[src/rtl/srle_pkg.sv]
// Package for the S-record line encoder: request and result structs,
// the character job passed from the builder to the serializer, hex helper.
// No dependencies.
package srle_pkg;

    localparam int MAX_CHARS = 14;
    localparam int CNT_W     = 4;

    localparam logic       MODE_HDR  = 1'b0;
    localparam logic       MODE_DATA = 1'b1;
    localparam logic [7:0] CHAR_S    = 8'h53;
    localparam logic [3:0] TYPE_ZERO = 4'd0;
    localparam logic [3:0] TYPE_S3   = 4'd3;
    localparam logic [7:0] COUNT_ADJ = 8'd5;
    localparam logic [CNT_W-1:0] N_HDR      = 4'd12;
    localparam logic [CNT_W-1:0] N_HDR_CKS  = 4'd14;
    localparam logic [CNT_W-1:0] N_DATA     = 4'd2;
    localparam logic [CNT_W-1:0] N_DATA_CKS = 4'd4;

    typedef struct packed {
        logic        mode;
        logic [3:0]  record_type;
        logic [31:0] address;
        logic [7:0]  byte_count;
        logic [7:0]  data_byte;
    } t_in;

    typedef struct packed {
        logic [7:0] out_char;
        logic       record_end;
    } t_out;

    typedef struct packed {
        logic [MAX_CHARS-1:0][7:0] chars;
        logic [CNT_W-1:0]          n;
        logic                      cks;
    } t_job;

    function automatic logic [7:0] hex_char(input logic [3:0] nib);
        logic [7:0] r;
        if (nib < 4'd10) begin
            r = 8'h30 + {4'h0, nib};
        end else begin
            r = 8'h37 + {4'h0, nib};
        end
        return r;
    endfunction

endpackage

[src/rtl/srle_build.sv]
// Character job builder: holds the running sum and bytes left, and turns
// one accepted request into its list of ASCII characters.
// Depends on srle_pkg.
module srle_build
    import srle_pkg::*;
(
    input  logic i_clk,
    input  logic i_rst_n,
    input  logic i_acc,
    input  t_in  i_item,
    output logic o_load,
    output t_job o_job
);

    logic [7:0] r_sum, n_sum;
    logic [7:0] r_left, n_left;
    logic [7:0] field;
    logic [7:0] cks;
    logic [3:0] rtype;

    always_comb begin
        n_sum  = r_sum;
        n_left = r_left;
        o_load = 1'b0;
        o_job  = '0;
        field  = i_item.byte_count + COUNT_ADJ;
        rtype  = (i_item.record_type == TYPE_ZERO) ? TYPE_S3 : i_item.record_type;
        cks    = 8'h00;
        if (i_item.mode == MODE_HDR) begin
            n_sum = field + i_item.address[7:0] + i_item.address[15:8]
                  + i_item.address[23:16] + i_item.address[31:24];
            n_left = i_item.byte_count;
            cks = ~n_sum;
            o_load = 1'b1;
            o_job.chars[0] = CHAR_S;
            o_job.chars[1] = hex_char(rtype);
            o_job.chars[2] = hex_char(field[7:4]);
            o_job.chars[3] = hex_char(field[3:0]);
            for (int i = 0; i < 8; i++) begin
                o_job.chars[4+i] = hex_char(i_item.address[28-4*i +: 4]);
            end
            o_job.chars[12] = hex_char(cks[7:4]);
            o_job.chars[13] = hex_char(cks[3:0]);
            o_job.cks = (n_left == 8'd0);
            o_job.n   = o_job.cks ? N_HDR_CKS : N_HDR;
        end else if (r_left != 8'd0) begin
            n_sum  = r_sum + i_item.data_byte;
            n_left = r_left - 8'd1;
            cks = ~n_sum;
            o_load = 1'b1;
            o_job.chars[0] = hex_char(i_item.data_byte[7:4]);
            o_job.chars[1] = hex_char(i_item.data_byte[3:0]);
            o_job.chars[2] = hex_char(cks[7:4]);
            o_job.chars[3] = hex_char(cks[3:0]);
            o_job.cks = (n_left == 8'd0);
            o_job.n   = o_job.cks ? N_DATA_CKS : N_DATA;
        end
        if (o_job.cks) begin
            n_sum = 8'h00;
        end
    end

    always_ff @(posedge i_clk) begin
        if (!i_rst_n) begin
            r_sum  <= 8'h00;
            r_left <= 8'h00;
        end else if (i_acc) begin
            r_sum  <= n_sum;
            r_left <= n_left;
        end
    end

endmodule

[src/rtl/srle_ser.sv]
// Character serializer: holds one job, shifts out one character per cycle into
// the output register while the output is not stalled. Depends on srle_pkg.
module srle_ser
    import srle_pkg::*;
(
    input  logic i_clk,
    input  logic i_rst_n,
    input  logic i_load,
    input  t_job i_job,
    output logic o_free,
    output logic o_valid,
    input  logic i_ready,
    output t_out o_item
);

    logic [MAX_CHARS-1:0][7:0] r_chars;
    logic [CNT_W-1:0]          r_left;
    logic                      r_cks;
    logic                      r_ov;
    t_out                      r_out;
    logic                      move;

    assign move    = (r_left != '0) && (!r_ov || i_ready);
    assign o_free  = (r_left == '0) || ((r_left == CNT_W'(1)) && move);
    assign o_valid = r_ov;
    assign o_item  = r_out;

    always_ff @(posedge i_clk) begin
        if (!i_rst_n) begin
            r_left <= '0;
            r_cks  <= 1'b0;
        end else if (i_load) begin
            r_left <= i_job.n;
            r_cks  <= i_job.cks;
        end else if (move) begin
            r_left <= r_left - CNT_W'(1);
        end
    end

    always_ff @(posedge i_clk) begin
        if (i_load) begin
            r_chars <= i_job.chars;
        end else if (move) begin
            r_chars <= r_chars >> 8;
        end
    end

    always_ff @(posedge i_clk) begin
        if (!i_rst_n) begin
            r_ov <= 1'b0;
        end else if (move) begin
            r_ov <= 1'b1;
        end else if (i_ready) begin
            r_ov <= 1'b0;
        end
    end

    always_ff @(posedge i_clk) begin
        if (move) begin
            r_out.out_char   <= r_chars[0];
            r_out.record_end <= r_cks && (r_left == CNT_W'(1));
        end
    end

endmodule

[src/rtl/srecord_line_encoder.sv]
// S-record line encoder top: one ASCII character per result.
// Characters enter the serializer on acceptance, then the output register;
// one character per cycle unless the output stalls, set by the single output
// port. A data request gives 2 chars (4 with checksum), a header 12 (14).
// Reset: synchronous active low; clears sum, count and all valid state.
module srecord_line_encoder
    import srle_pkg::*;
(
    input  logic i_clk,
    input  logic i_rst_n,
    input  logic i_in_valid,
    output logic o_in_ready,
    input  t_in  i_in_item,
    output logic o_out_valid,
    input  logic i_out_ready,
    output t_out o_out_item
);

    logic acc;
    logic load;
    t_job job;

    assign acc = i_in_valid && o_in_ready;

    srle_build u_build (
        .i_clk   (i_clk),
        .i_rst_n (i_rst_n),
        .i_acc   (acc),
        .i_item  (i_in_item),
        .o_load  (load),
        .o_job   (job)
    );

    srle_ser u_ser (
        .i_clk   (i_clk),
        .i_rst_n (i_rst_n),
        .i_load  (acc && load),
        .i_job   (job),
        .o_free  (o_in_ready),
        .o_valid (o_out_valid),
        .i_ready (i_out_ready),
        .o_item  (o_out_item)
    );

endmodule

[config.mk]
export PLATFORM = sky130hd
export DESIGN_NAME = srecord_line_encoder
export DESIGN_NICKNAME = d
export VERILOG_FILES = /design/src/rtl/srle_pkg.sv /design/src/rtl/srle_build.sv /design/src/rtl/srle_ser.sv /design/src/rtl/srecord_line_encoder.sv
export SDC_FILE = /design/constraint.sdc
export NUM_CORES = 1
export LEC_CHECK = 0
export BUFFER_PORTS_ARGS = -buffer_cell sky130_fd_sc_hd__buf_2
export CORE_MARGIN = 2
export CORE_UTILIZATION = 66
export CTS_CLUSTER_DIAMETER = 200
export DETAILED_ROUTE_END_ITERATION = 16
export PLACE_DENSITY = 0.9
export SLEW_MARGIN = 20
export SYNTH_ARGS = -nofsm -noshare
export SYNTH_HDL_FRONTEND = slang
export SYNTH_SLANG_ARGS = --single-unit
[constraint.sdc]
create_clock -name i_clk -period 9.05 [get_ports i_clk]
set_input_delay 2.715 -clock i_clk [delete_from_list [all_inputs] [get_ports i_clk]]
set_output_delay 2.715 -clock i_clk [all_outputs]
set_load 0.05 [all_outputs]
==> results of run 1 <==
## sequential cells by signal, summed over array words and instances, names as in the netlist
name,cells
u_build.r_left,8
u_build.r_sum,8
u_ser.o_item,8
u_ser.o_valid,1
u_ser.r_chars,98
u_ser.r_cks,1
u_ser.r_left,4
## per-stage QoR
stage / hold slack (ns) / setup slack, ns
6_report: 0.419 / 2.63
2_1_floorplan: 0.400 / 2.52
4_1_cts: 0.421 / 2.63
3_3_place_gp: 0.402 / 2.38
5_1_grt: 0.424 / 2.37
3_5_place_dp: 0.407 / 2.22
## worst max-delay path, delay by kind of cell
kind	cells	cell delay [ns]
AOI/OAI and AO/OA	4	0.65
xor gates and xnor gates	1	0.55
adders and majority gates	5	2.25
buffers and inverters	3	0.23
muxes	1	0.17
## layout make-up
cell class | instances | area [um2] | share of cell area
multi-input combinational | 581 | 4110 | 0.447
timing repair buffer | 72 | 375 | 0.0408
sequential | 128 | 3620 | 0.394
clock buffer | 19 | 433 | 0.0471
inverter | 76 | 285 | 0.0310
tap | 168 | 210 | 0.0229
clock inverter | 13 | 163 | 0.0177
## power groups by stage
stage          clock (mW)  sequential [mW]  combinational [mW]
2_1_floorplan           0             1.30                1.11
3_3_place_gp            0             1.23                1.49
3_5_place_dp            0             1.24                1.55
4_1_cts             0.702             1.23                1.57
5_1_grt             0.726             1.26                1.75
6_report            0.702             1.23                1.59
## cells by family after synthesis
group	count (synthesis)
AOI/OAI and AO/OA	252
muxes	10
and+or+nand+nor	218
other	1
adders and majority gates	58
xor gates and xnor gates	42
DFF	128
buffers and inverters	114
## synth_stat cells (3+ instances only)
cell type and number:
o22ai_1 4, nor2b_1 9, o21ai_1 11, or3_1 5
a211oi_1 7, nor2_1 49, a22oi_1 5, xnor2_1 31
inv_1 75, dfxtp_1 22, nand3_1 10, xor2_1 10
fa_1 21, buf_2 17, a21boi_0 3, ha_1 37
nand2b_1 11, o21ai_0 63, a2bb2oi_1 6, clkbuf_1 17
a22o_1 17, nor3_1 18, a31oi_1 10, a32o_1 10
nand2_1 84, o21a_1 8, and2_1 8, and3_1 6
a221o_1 3, mux2_2 3, a32oi_1 3, a21o_1 13
nor3b_1 4, mux2i_1 6, o31ai_1 5, a21oi_1 49
edfxtp_1 106, o221ai_1 5, o211ai_1 5
## layout by cell type, fill, tap and decap left out, drive strengths merged, types with 11 or more instances in the layout
| cell | netlist | layout |
|---|---|---|
| a21o | 13 | 13 |
| a21oi | 50 | 50 |
| a22o | 17 | 17 |
| buf | 21 | 72 |
| clkbuf | 17 | 19 |
| dfxtp | 22 | 22 |
| edfxtp | 106 | 106 |
| fa | 21 | 21 |
| ha | 37 | 37 |
| inv | 75 | 77 |
| nand2 | 84 | 84 |
| nand2b | 11 | 11 |
| nor2 | 49 | 49 |
| nor3 | 18 | 18 |
| o21ai | 74 | 74 |
| xnor2 | 31 | 31 |
## layer usage
metal,GRT usage,vias up,routed length [um]
met4,0.136,0,660
met5,0,-,0
li1,-,3101,-
met1,0.398,3168,7670
met3,0.0669,61,1640
met2,0.538,361,9860
## worst paths after layout
kind                                                       to
worst max register to register  u_build.r_sum[4]$_SDFFE_PN0P_
worst max-delay path              u_ser.r_chars[98]$_DFFE_PP_
worst min-delay path                u_ser.o_item[6]$_DFFE_PP_
worst min register to register      u_ser.o_item[6]$_DFFE_PP_
==> out/results.tsv, run 1 <==
stage	metric	value	unit
outcome	status	complete, no violations	
clock_tree	postCtsSetupBuffers	0	
logic_synthesis	yosys.area.top_type	edfxtp_1	
place	place.gp.congestion	0.896	
grt	grt_max_degree	74	
sta	min_period	6.42	ns
pwr	p_seq_frac	0.350	
sta	slew-limit-headroom	0.376	
routing	wl_per_cell	18.8	um
place	dpl_cell_area	8600	um2
floorplanning	row_count	40	
routing	drc_errors	0	
clock_tree	clk_latency	0.43	ns
pwr	p_switching	1.41	mW
logic_synthesis	synth_top_family_by_area	compound AO/OA/AOI/OAI gates	
clock_tree	cts_root_buf	clkbuf_16	
worst_setup_path	start_kind	primary input	
place	place_hpwl	13.5	mm
grt	grt_pass1_vias	6351	
routing	drtIter0Drc	682	
worst_setup_path	cp-startpoint	i_in_item[17]	
logic_synthesis	synth_compound_area_frac	0.206	
worst_setup_path	path_cells	buf_2 -> inv_1 -> fa_1 -> fa_1 -> fa_1 -> inv_1 -> ha_1 -> fa_1 -> a211oi_1 -> o21bai_1 -> a21oi_1 -> xnor3_2 -> mux2i_1 -> o311ai_0	
grt	antenna_found_initial	0	
final_layout	layoutNonFillerInstCount	1057	
logic_synthesis	synth-xor-area-share	0.0468	
clock_tree	clkTransAtPathRegs	0.06	ns
worst_setup_path	cp_slowest_cell	fa_1	
sta	fin_setup_tns	0	ns
grt	track_usage	0.318	
floorplanning	dieArea	13300	um2
final_layout	antenna_cells	0	
worst_setup_path	worstReg2RegStart	u_build.r_left[0]$_SDFFE_PN0P_	
sta	post-route-period-util	0.710	
worst_setup_path	end_kind	flip-flop	
job	maxCapViolCount	0	
routing	drtAntennaViolNets	0	
logic_synthesis	yosysWarnings	0	
logic_synthesis	synth-seq-cells	128	
pwr	clockPowerShare	0.199	
min_path	hp-class	reg2reg	
sta	finalHoldViolations	0	
logic_synthesis	synth_edf_count	106	
grt	grt_first_pass_wirelength	31.9	mm
sta	grt_setup_unrepaired	false	
routing	via_per_inst	6.33	
worst_setup_path	cpPeakStageDelay	0.56	ns
clock_tree	cts_resized	0	
logic_synthesis	synth.distinct_cells	78	
final_layout	syn2layout_area_growth	12.4	%
pwr	p_sw_frac	0.401	
min_path	hold_path_depth	0	
worst_setup_path	r2r_slack	5.62	ns
pwr	p_total	3.53	mW
final_layout	fin_util	0.762	
pwr	leakage	3.86	nW
logic_synthesis	synth_simple_gate_area_frac	0.126	
clock_tree	hold_buffers	0	
clock_tree	cts_tree	done	
place	dp_cells	1025	
clock_tree	ctsHtreeMaxLevel	4	
clock_tree	cts_buffer_depth	2	
sta	setup_violations	0	
min_path	min_from	u_ser.r_chars[5]$_DFFE_PP_	
logic_synthesis	synthArstFlopShare	0	
routing	first_pass_iters	5	
logic_synthesis	yosys.area_share.adder	0.108	
worst_setup_path	cp.arrival	6.56	ns
grt	grt-ovfl-total	0	
sta	worst_pin_slew	0.937	ns
sta	timing.fmax	156	MHz
routing	wl	19.8	mm
logic_synthesis	synth_top_area_share	0.389	
final_layout	drive_gt1_frac	0.127	
logic_synthesis	postSynthCellCount	823	
worst_setup_path	reg2reg_depth	10	
pwr	power.density	383	nW/um2
worst_setup_path	cp_common_cell	fa_1	
logic_synthesis	avgSynthCellArea	9.94	um2
logic_synthesis	synthMuxAreaShare	0.0133	
floorplanning	io_pins	68	
floorplanning	fp.dieH	115	um
worst_setup_path	worst-endpoint-required	9.19	ns
final_layout	design_area	9200	um2
worst_setup_path	crit_type	in2reg	
logic_synthesis	ys_top_cells_by_area	edfxtp_1 39%, ha_1 5.7%, dfxtp_1 5.4%	
sta	clock_skew	0.00798	ns
final_layout	fin_nets	991	
pwr	pwr-share-comb	0.451	
clock_tree	clock-sinks	128	
final_layout	nFillCells	800	
floorplanning	start_util	0.678	
floorplanning	core_area	12100	um2
sta	finalMaxSlewViolations	0	
routing	vias	6691	
logic_synthesis	ys_seq_area_frac	0.443	
worst_setup_path	path_max_fanout	10	
floorplanning	die_w	115	um
clock_tree	cts_buffers	17	
logic_synthesis	synth_ff_type	edfxtp_1	
place	numPortBuffers	66	
pwr	intPower	2.11	mW
logic_synthesis	synth_area	8180	um2
logic_synthesis	syn_nets	938	
pwr	ir_drop	206	uV
No activity file was read; power rests on OpenSTA's default activity.
==> inputs of run 2 (changes only) <==
--- a/config.mk
+++ b/config.mk
@@ -7,10 +7,10 @@
 export LEC_CHECK = 0
 export BUFFER_PORTS_ARGS = -buffer_cell sky130_fd_sc_hd__buf_2
 export CORE_MARGIN = 2
-export CORE_UTILIZATION = 66
+export CORE_UTILIZATION = 55
 export CTS_CLUSTER_DIAMETER = 200
 export DETAILED_ROUTE_END_ITERATION = 16
-export PLACE_DENSITY = 0.9
+export PLACE_DENSITY = 0.8
 export SLEW_MARGIN = 20
 export SYNTH_ARGS = -nofsm -noshare
 export SYNTH_HDL_FRONTEND = slang
==> constraint.sdc (replaced) <==
create_clock -name i_clk -period 5.76 [get_ports i_clk]
set_input_delay 1.728 -clock i_clk [delete_from_list [all_inputs] [get_ports i_clk]]
set_output_delay 1.728 -clock i_clk [all_outputs]
set_load 0.05 [all_outputs]
==> run 2 against run 1 <==
First-iteration DRC count is 4.3% higher. Final cell count is 2.5% higher. Flip-flop and latch count stayed put. Sequential power is 57% higher. Global-route usage is 6.5 points lower. Design area is 1.0% higher. Critical path depth stayed put. Combinational power is 58% higher. Worst setup slack worse by 2.2 ns. Clock skew is 0.0028 ns lower. Largest cell class unchanged. Sequential share of layout area is 0.41 points lower. Critical path type unchanged.
==> out/results.tsv, run 2 (same netlist as run 1, synthesis figures left out) <==
stage	metric	value	unit	change
outcome	status	complete, no violations		unchanged
sta	grt_setup_unrepaired	false		unchanged
clock_tree	cts_root_buf	clkbuf_16		unchanged
routing	drtIter0Drc	711		was 682
worst_setup_path	reg2reg_depth	9		was 10
grt	grt_max_degree	58		was 74
worst_setup_path	r2r_slack	2.44	ns	was 5.62 ns
routing	wl_per_cell	18.2	um	was 18.8 um
floorplanning	dieArea	15900	um2	was 13300 um2
routing	wl	19.7	mm	was 19.8 mm
floorplanning	row_count	44		was 40
pwr	ir_drop	325	uV	was 206 uV
sta	holdWs	0.417	ns	was 0.419 ns
clock_tree	cts_resized	0		unchanged
floorplanning	die_w	126	um	was 115 um
final_layout	final_cell_mix	106 x edfxtp_1, 84 x nand2_1, 75 x inv_1		unchanged
sta	timing.fmax	186	MHz	
floorplanning	io_pins	68		unchanged
pwr	p_sw_frac	0.389		was 0.401
sta	min_period	5.38	ns	
sta	slew-limit-headroom	0.343		was 0.376
worst_setup_path	worst-endpoint-required	5.90	ns	was 9.19 ns
clock_tree	hold_buffers	0		unchanged
pwr	leakage	3.93	nW	was 3.86 nW
grt	grt_pass1_vias	6155		was 6351
sta	finalMaxSlewViolations	0		unchanged
routing	first_pass_iters	6		was 5
routing	highest_layer	met4		unchanged
clock_tree	cts_tree	done		unchanged
clock_tree	clk_latency	0.43	ns	about the same
routing	met1Wirelength	8.05	mm	was 7.67 mm
min_path	hold_path_depth	0		unchanged
min_path	hp-class	reg2reg		unchanged
worst_setup_path	cp.arrival	5.52	ns	was 6.56 ns
clock_tree	clkTransAtPathRegs	0.06	ns	about the same
floorplanning	start_util	0.563		was 0.678
sta	worst_pin_slew	0.985	ns	was 0.937 ns
worst_setup_path	crit_type	in2reg		unchanged
final_layout	fin_nets	1001		was 991
final_layout	drive_gt1_frac	0.132		was 0.127
clock_tree	clock-sinks	128		unchanged
routing	wl_met3	1.40	mm	was 1.64 mm
grt	track_usage	0.253		was 0.318
pwr	p_seq_frac	0.346		was 0.350
min_path	worstHoldEndpoint	u_ser.o_item[1]$_DFFE_PP_		was u_ser.o_item[6]$_DFFE_PP_
place	place_hpwl	13.9	mm	was 13.5 mm
clock_tree	cts_buffer_depth	2		unchanged
place	dp_slack	-0.0252	ns	was 2.22 ns
routing	vias	6504		was 6691
grt	grt_first_pass_wirelength	31.2	mm	was 31.9 mm
final_layout	final_common_cell	edfxtp_1		unchanged
final_layout	nFillCells	1148		was 800
clock_tree	postCtsSetupBuffers	0		unchanged
routing	drc_errors	0		unchanged
final_layout	layoutNonFillerInstCount	1083		was 1057
floorplanning	fp.dieH	126	um	was 115 um
routing	drtAntennaViolNets	0		unchanged
sta	setup_violations	0		unchanged
routing	via_per_inst	6.01		was 6.33
pwr	clockPowerShare	0.200		was 0.199
min_path	min_from	u_ser.r_chars[0]$_DFFE_PP_		was u_ser.r_chars[5]$_DFFE_PP_
floorplanning	core_area	14500	um2	was 12100 um2
pwr	power.density	599	nW/um2	was 383 nW/um2
grt	antenna_found_initial	0		unchanged
final_layout	largest_register_ffs	98		unchanged
worst_setup_path	start_kind	primary input		unchanged
final_layout	antenna_cells	0		unchanged
sta	clock_skew	0.00515	ns	was 0.00798 ns
grt	grt-ovfl-total	0		unchanged
job	maxCapViolCount	0		unchanged
routing	wl_met2	9.61	mm	was 9.86 mm
worst_setup_path	path_max_fanout	10		unchanged
worst_setup_path	end_kind	flip-flop		unchanged
place	dp_cells	1051		was 1025
clock_tree	ctsHtreeMaxLevel	4		unchanged
sta	fin_ws	0.385	ns	was 2.63 ns
pwr	p_switching	2.16	mW	was 1.41 mW
worst_setup_path	worstReg2RegStart	u_build.r_left[0]$_SDFFE_PN0P_		unchanged
sta	post-route-period-util	0.933		
final_layout	largest-register	u_ser.r_chars		unchanged
place	numPortBuffers	66		unchanged
pwr	pwr-share-comb	0.453		was 0.451
sta	finalHoldViolations	0		unchanged
pwr	intPower	3.40	mW	was 2.11 mW
clock_tree	cts_buffers	17		unchanged
worst_setup_path	r2r-end	u_ser.r_chars[19]$_DFFE_PP_		was u_build.r_sum[4]$_SDFFE_PN0P_
place	place.gp.congestion	0.866		was 0.896
final_layout	syn2layout_area_growth	13.6	%	was 12.4%
[run 2: critical path, cell delays in order]
cell      delay (ns)
buf_2           0.10
inv_1           0.07
fa_1            0.57
fa_1            0.45
fa_1            0.54
inv_1           0.04
ha_1            0.21
fa_1            0.43
a211oi_1        0.23
o21bai_1        0.10
a21oi_1         0.16
xnor3_2         0.55
mux2i_1         0.19
o311ai_0        0.14
[run 2: how the worst max path moves through the flow]
stage	end	slack, ns	from
after CTS	u_ser.r_chars[98]$_DFFE_PP_	0.41	i_in_item[17]
final	u_ser.r_chars[98]$_DFFE_PP_	0.38	i_in_item[17]
after detailed placement	u_ser.r_chars[98]$_DFFE_PP_	-0.03	i_in_item[33]
after floorplan	u_ser.r_chars[0]$_DFFE_PP_	0.22	i_out_ready
after global placement	u_ser.r_chars[96]$_DFFE_PP_	0.07	i_in_item[33]
after global routing	u_ser.r_chars[97]$_DFFE_PP_	0.15	i_in_item[17]
[run 2: per-stage QoR]
| step | instance area (um2) | setup TNS [ns] | util | power (mW) |
|---|---|---|---|---|
| floorplan | 8180 | 0 | - | 3.79 |
| global placement | 8690 | 0 | 0.598 | 4.35 |
| detailed placement | 8690 | -0.0252 | 0.598 | 4.42 |
| CTS | 9290 | 0 | 0.639 | 5.56 |
| global route | 9290 | 0 | 0.639 | 5.91 |
| finish | 9290 | 0 | 0.639 | 5.56 |
[run 2: power groups by stage]
stage / logic [mW] / clock network, mW / registers, mW
finish: 2.52 / 1.12 / 1.93
global route: 2.77 / 1.16 / 1.97
CTS: 2.51 / 1.12 / 1.92
detailed placement: 2.49 / 0 / 1.93
global placement: 2.43 / 0 / 1.92
floorplan: 1.74 / 0 / 2.05
[run 2: cell type report]
class	instances	area [um2]	area share
clock buffer	19	433	0.0466
tap	184	230	0.0248
inverter	76	285	0.0307
timing repair buffer	82	450	0.0485
sequential	128	3620	0.390
multi-input combinational	581	4100	0.441
clock inverter	13	168	0.0180
[run 2: per-layer routing]
metal | vias up | track usage
met5 | - | 0
met4 | 0 | 0.128
met3 | 50 | 0.0540
met2 | 264 | 0.420
met1 | 3062 | 0.313
li1 | 3128 | -
==> inputs of run 3 (changes only) <==
--- a/config.mk
+++ b/config.mk
@@ -10,7 +10,8 @@
 export CORE_UTILIZATION = 55
 export CTS_CLUSTER_DIAMETER = 200
 export DETAILED_ROUTE_END_ITERATION = 16
-export PLACE_DENSITY = 0.8
+export PLACE_DENSITY = 0.77
+export SKIP_LAST_GASP = 1
 export SLEW_MARGIN = 20
 export SYNTH_ARGS = -nofsm -noshare
 export SYNTH_HDL_FRONTEND = slang
==> constraint.sdc (replaced) <==
create_clock -name i_clk -period 5.76 [get_ports i_clk]
set_input_delay 0.288 -clock i_clk [delete_from_list [all_inputs] [get_ports i_clk]]
set_output_delay 0.288 -clock i_clk [all_outputs]
set_load 0.05 [all_outputs]
==> run 3 against run 2 <==
Non-clock buffer count is 10 lower. Critical path depth is 1 higher. Worst setup slack better by 1.4 ns. Design area is 0.78% lower. Clock power hardly changed. First-iteration DRC count is 7.3% higher. Hold slack worse by 0.21 ns. Core utilization is 0.50 points lower. Highest routed layer unchanged. Clock-buffer cell count is 1 lower. Largest cell class unchanged. Sequential power hardly changed. Die area stayed put.
==> out/results.tsv, run 3 (same netlist as run 1, synthesis figures left out) <==
stage	metric	value	unit	change
routing	wl_per_cell	18.9	um	was 18.2 um
floorplanning	start_util	0.563		unchanged
sta	grt_setup_unrepaired	false		unchanged
routing	drc_errors	0		unchanged
final_layout	fin_util	0.634		was 0.639
routing	drtIter0Drc	763		was 711
worst_setup_path	cp.arrival	4.29	ns	was 5.52 ns
grt	met2_usage	0.429		was 0.420
job	maxCapViolCount	0		unchanged
min_path	worstHoldEndpoint	u_ser.r_cks$_SDFFE_PN0P_		was u_ser.o_item[1]$_DFFE_PP_
grt	grtUsageMet1	0.335		was 0.313
grt	grt_max_degree	73		was 58
final_layout	seq_area	3620	um2	unchanged
floorplanning	row_count	44		unchanged
final_layout	syn2layout_area_growth	12.7	%	was 13.6%
worst_setup_path	path_cells	buf_2 -> inv_1 -> fa_1 -> inv_1 -> fa_1 -> inv_1 -> fa_1 -> inv_1 -> ha_1 -> and2_1 -> a31oi_1 -> o311ai_1 -> nand2_1 -> o31a_1 -> nand3_1		was buf_2 -> inv_1 -> fa_1 -> fa_1 -> fa_1 -> inv_1 -> ha_1 -> fa_1 -> a211oi_1 -> o21bai_1 -> a21oi_1 -> xnor3_2 -> mux2i_1 -> o311ai_0
sta	timing.fmax	250	MHz	was 186 MHz
floorplanning	fp.dieH	126	um	unchanged
min_path	hold_path_depth	2		was 0
clock_tree	cts_tree	done		unchanged
min_path	min_from	i_rst_n		was u_ser.r_chars[0]$_DFFE_PP_
final_layout	layoutNonFillerInstCount	1072		was 1083
pwr	leakage	3.88	nW	was 3.93 nW
pwr	power.density	602	nW/um2	was 599 nW/um2
sta	worst_pin_slew	0.848	ns	was 0.985 ns
floorplanning	core_area	14500	um2	unchanged
final_layout	multi_input_area	4110	um2	was 4100 um2
place	place.gp.congestion	0.893		was 0.866
sta	clock_skew	0.00437	ns	was 0.00515 ns
place	place_hpwl	13.7	mm	was 13.9 mm
routing	via_per_inst	6.12		was 6.01
final_layout	final_cell_mix	106 x edfxtp_1, 84 x nand2_1, 75 x inv_1		unchanged
final_layout	nFillCells	1200		was 1148
clock_tree	cts_resized	0		unchanged
routing	first_pass_iters	6		unchanged
worst_setup_path	cpPeakStageDelay	0.72	ns	was 0.57 ns
grt	grt_first_pass_wirelength	32.1	mm	was 31.2 mm
clock_tree	hold_buffers	0		unchanged
worst_setup_path	r2r_slack	2.24	ns	was 2.44 ns
clock_tree	clk_latency	0.42	ns	was 0.43 ns
sta	finalHoldViolations	0		unchanged
grt	busiest_layer	met2		unchanged
clock_tree	clock-sinks	128		unchanged
grt	met3_usage	0.0565		was 0.0540
grt	grt_pass1_vias	6231		was 6155
worst_setup_path	worst-endpoint-required	6.04	ns	was 5.90 ns
sta	setup_violations	0		unchanged
sta	finalMaxSlewViolations	0		unchanged
final_layout	final_common_cell	edfxtp_1		unchanged
outcome	status	complete, no violations		unchanged
routing	drtAntennaViolNets	0		unchanged
worst_setup_path	cp_common_cell	inv_1		was fa_1
floorplanning	die_w	126	um	unchanged
final_layout	largest-register	u_ser.r_chars		unchanged
worst_setup_path	path_max_fanout	7		was 10
sta	slew-limit-headroom	0.426		was 0.343
sta	post-route-period-util	0.695		was 0.933
min_path	hp-class	in2reg		was reg2reg
routing	wl	20.2	mm	was 19.7 mm
final_layout	drive_gt1_frac	0.125		was 0.132
floorplanning	dieArea	15900	um2	unchanged
clock_tree	cts_buffers	17		unchanged
grt	antenna_found_initial	0		unchanged
pwr	p_total	5.55	mW	was 5.56 mW
sta	fin_setup_tns	0	ns	unchanged
worst_setup_path	end_kind	flip-flop		unchanged
final_layout	antenna_cells	0		unchanged
routing	vias	6556		was 6504
clock_tree	postCtsSetupBuffers	0		unchanged
place	numPortBuffers	66		unchanged
clock_tree	cts_buffer_depth	2		unchanged
worst_setup_path	worstReg2RegStart	u_build.r_left[0]$_SDFFE_PN0P_		unchanged
sta	min_period	4.00	ns	was 5.38 ns
clock_tree	cts_root_buf	clkbuf_16		unchanged
worst_setup_path	cp_slowest_cell	o311ai_1		was fa_1
grt	track_usage	0.258		was 0.253
worst_setup_path	r2r-end	u_build.r_sum[4]$_SDFFE_PN0P_		was u_ser.r_chars[19]$_DFFE_PP_
final_layout	fin_nets	991		was 1001
clock_tree	clkTransAtPathRegs	0.06	ns	about the same
final_layout	largest_register_ffs	98		unchanged
sta	holdWs	0.208	ns	was 0.417 ns
place	dp_cells	1041		was 1051
worst_setup_path	crit_type	in2reg		unchanged
clock_tree	ctsHtreeMaxLevel	4		unchanged
grt	grt-ovfl-total	0		unchanged
worst_setup_path	start_kind	primary input		unchanged
worst_setup_path	reg2reg_depth	10		was 9
floorplanning	io_pins	68		unchanged
pwr	ir_drop	284	uV	was 325 uV
## run 3: changes by cell type in the layout (fill, tap and decap cells not counted), sizes merged
| cell | previous run | this run |
|---|---|---|
| clkinv | 9 | 8 |
| buf | 82 | 72 |
| clkbuf | 19 | 18 |
| clkinvlp | 0 | 2 |
| inv | 76 | 75 |
## run 3: report_power, final
group	switching [mW]	internal [mW]
logic	1.62	0.873
registers	0.175	1.76
clock network	0.402	0.714
total	2.20	3.35
## run 3: critical path, delay by kind of cell
family                   cells  cell delay [ns]
AO/OA/AOI/OAI                3             1.14
AND/OR/NAND/NOR              3             0.57
adder cells (fa/ha/maj)      4             1.96
buffers and inverters        5             0.33
## run 3: how the worst max path moves through the flow
stage                               startpoint                           end  cells past startpoint  slack, ns
global route                     i_in_item[20]  u_ser.r_chars[102]$_DFFE_PP_                     14       1.62
finish                           i_in_item[20]   u_ser.r_chars[96]$_DFFE_PP_                     15       1.76
detailed placement               i_in_item[17]   u_ser.r_chars[98]$_DFFE_PP_                     14       1.41
floorplan           u_ser.o_valid$_SDFFE_PN0P_    u_ser.r_chars[0]$_DFFE_PP_                      3       1.42
CTS                              i_in_item[17]   u_ser.r_chars[96]$_DFFE_PP_                     14       1.83
global placement                 i_in_item[33]   u_ser.r_chars[98]$_DFFE_PP_                     14       1.52
## run 3: metrics by stage
| stage | worst slack, ns | area [um2] |
|---|---|---|
| CTS | 1.83 | 9220 |
| global placement | 1.52 | 8620 |
| detailed placement | 1.41 | 8620 |
| global route | 1.62 | 9220 |
| floorplan | 1.42 | 8180 |
| finish | 1.76 | 9220 |
## run 3: layout make-up
type,count,share of cell area
Multi-Input combinational cell,581,0.445
Sequential cell,128,0.393
Clock buffer,18,0.0465
Timing Repair Buffer,72,0.0407
Inverter,76,0.0309
Tap cell,184,0.0250
Clock inverter,13,0.0185
## run 3: metal layers
layer | routed length (um) | vias to the layer above | share of wire
li1 | - | 3086 | -
met1 | 8200 | 3116 | 0.41
met2 | 10000 | 310 | 0.50
met3 | 1500 | 44 | 0.074
met4 | 479 | 0 | 0.024
met5 | 0 | - | 0
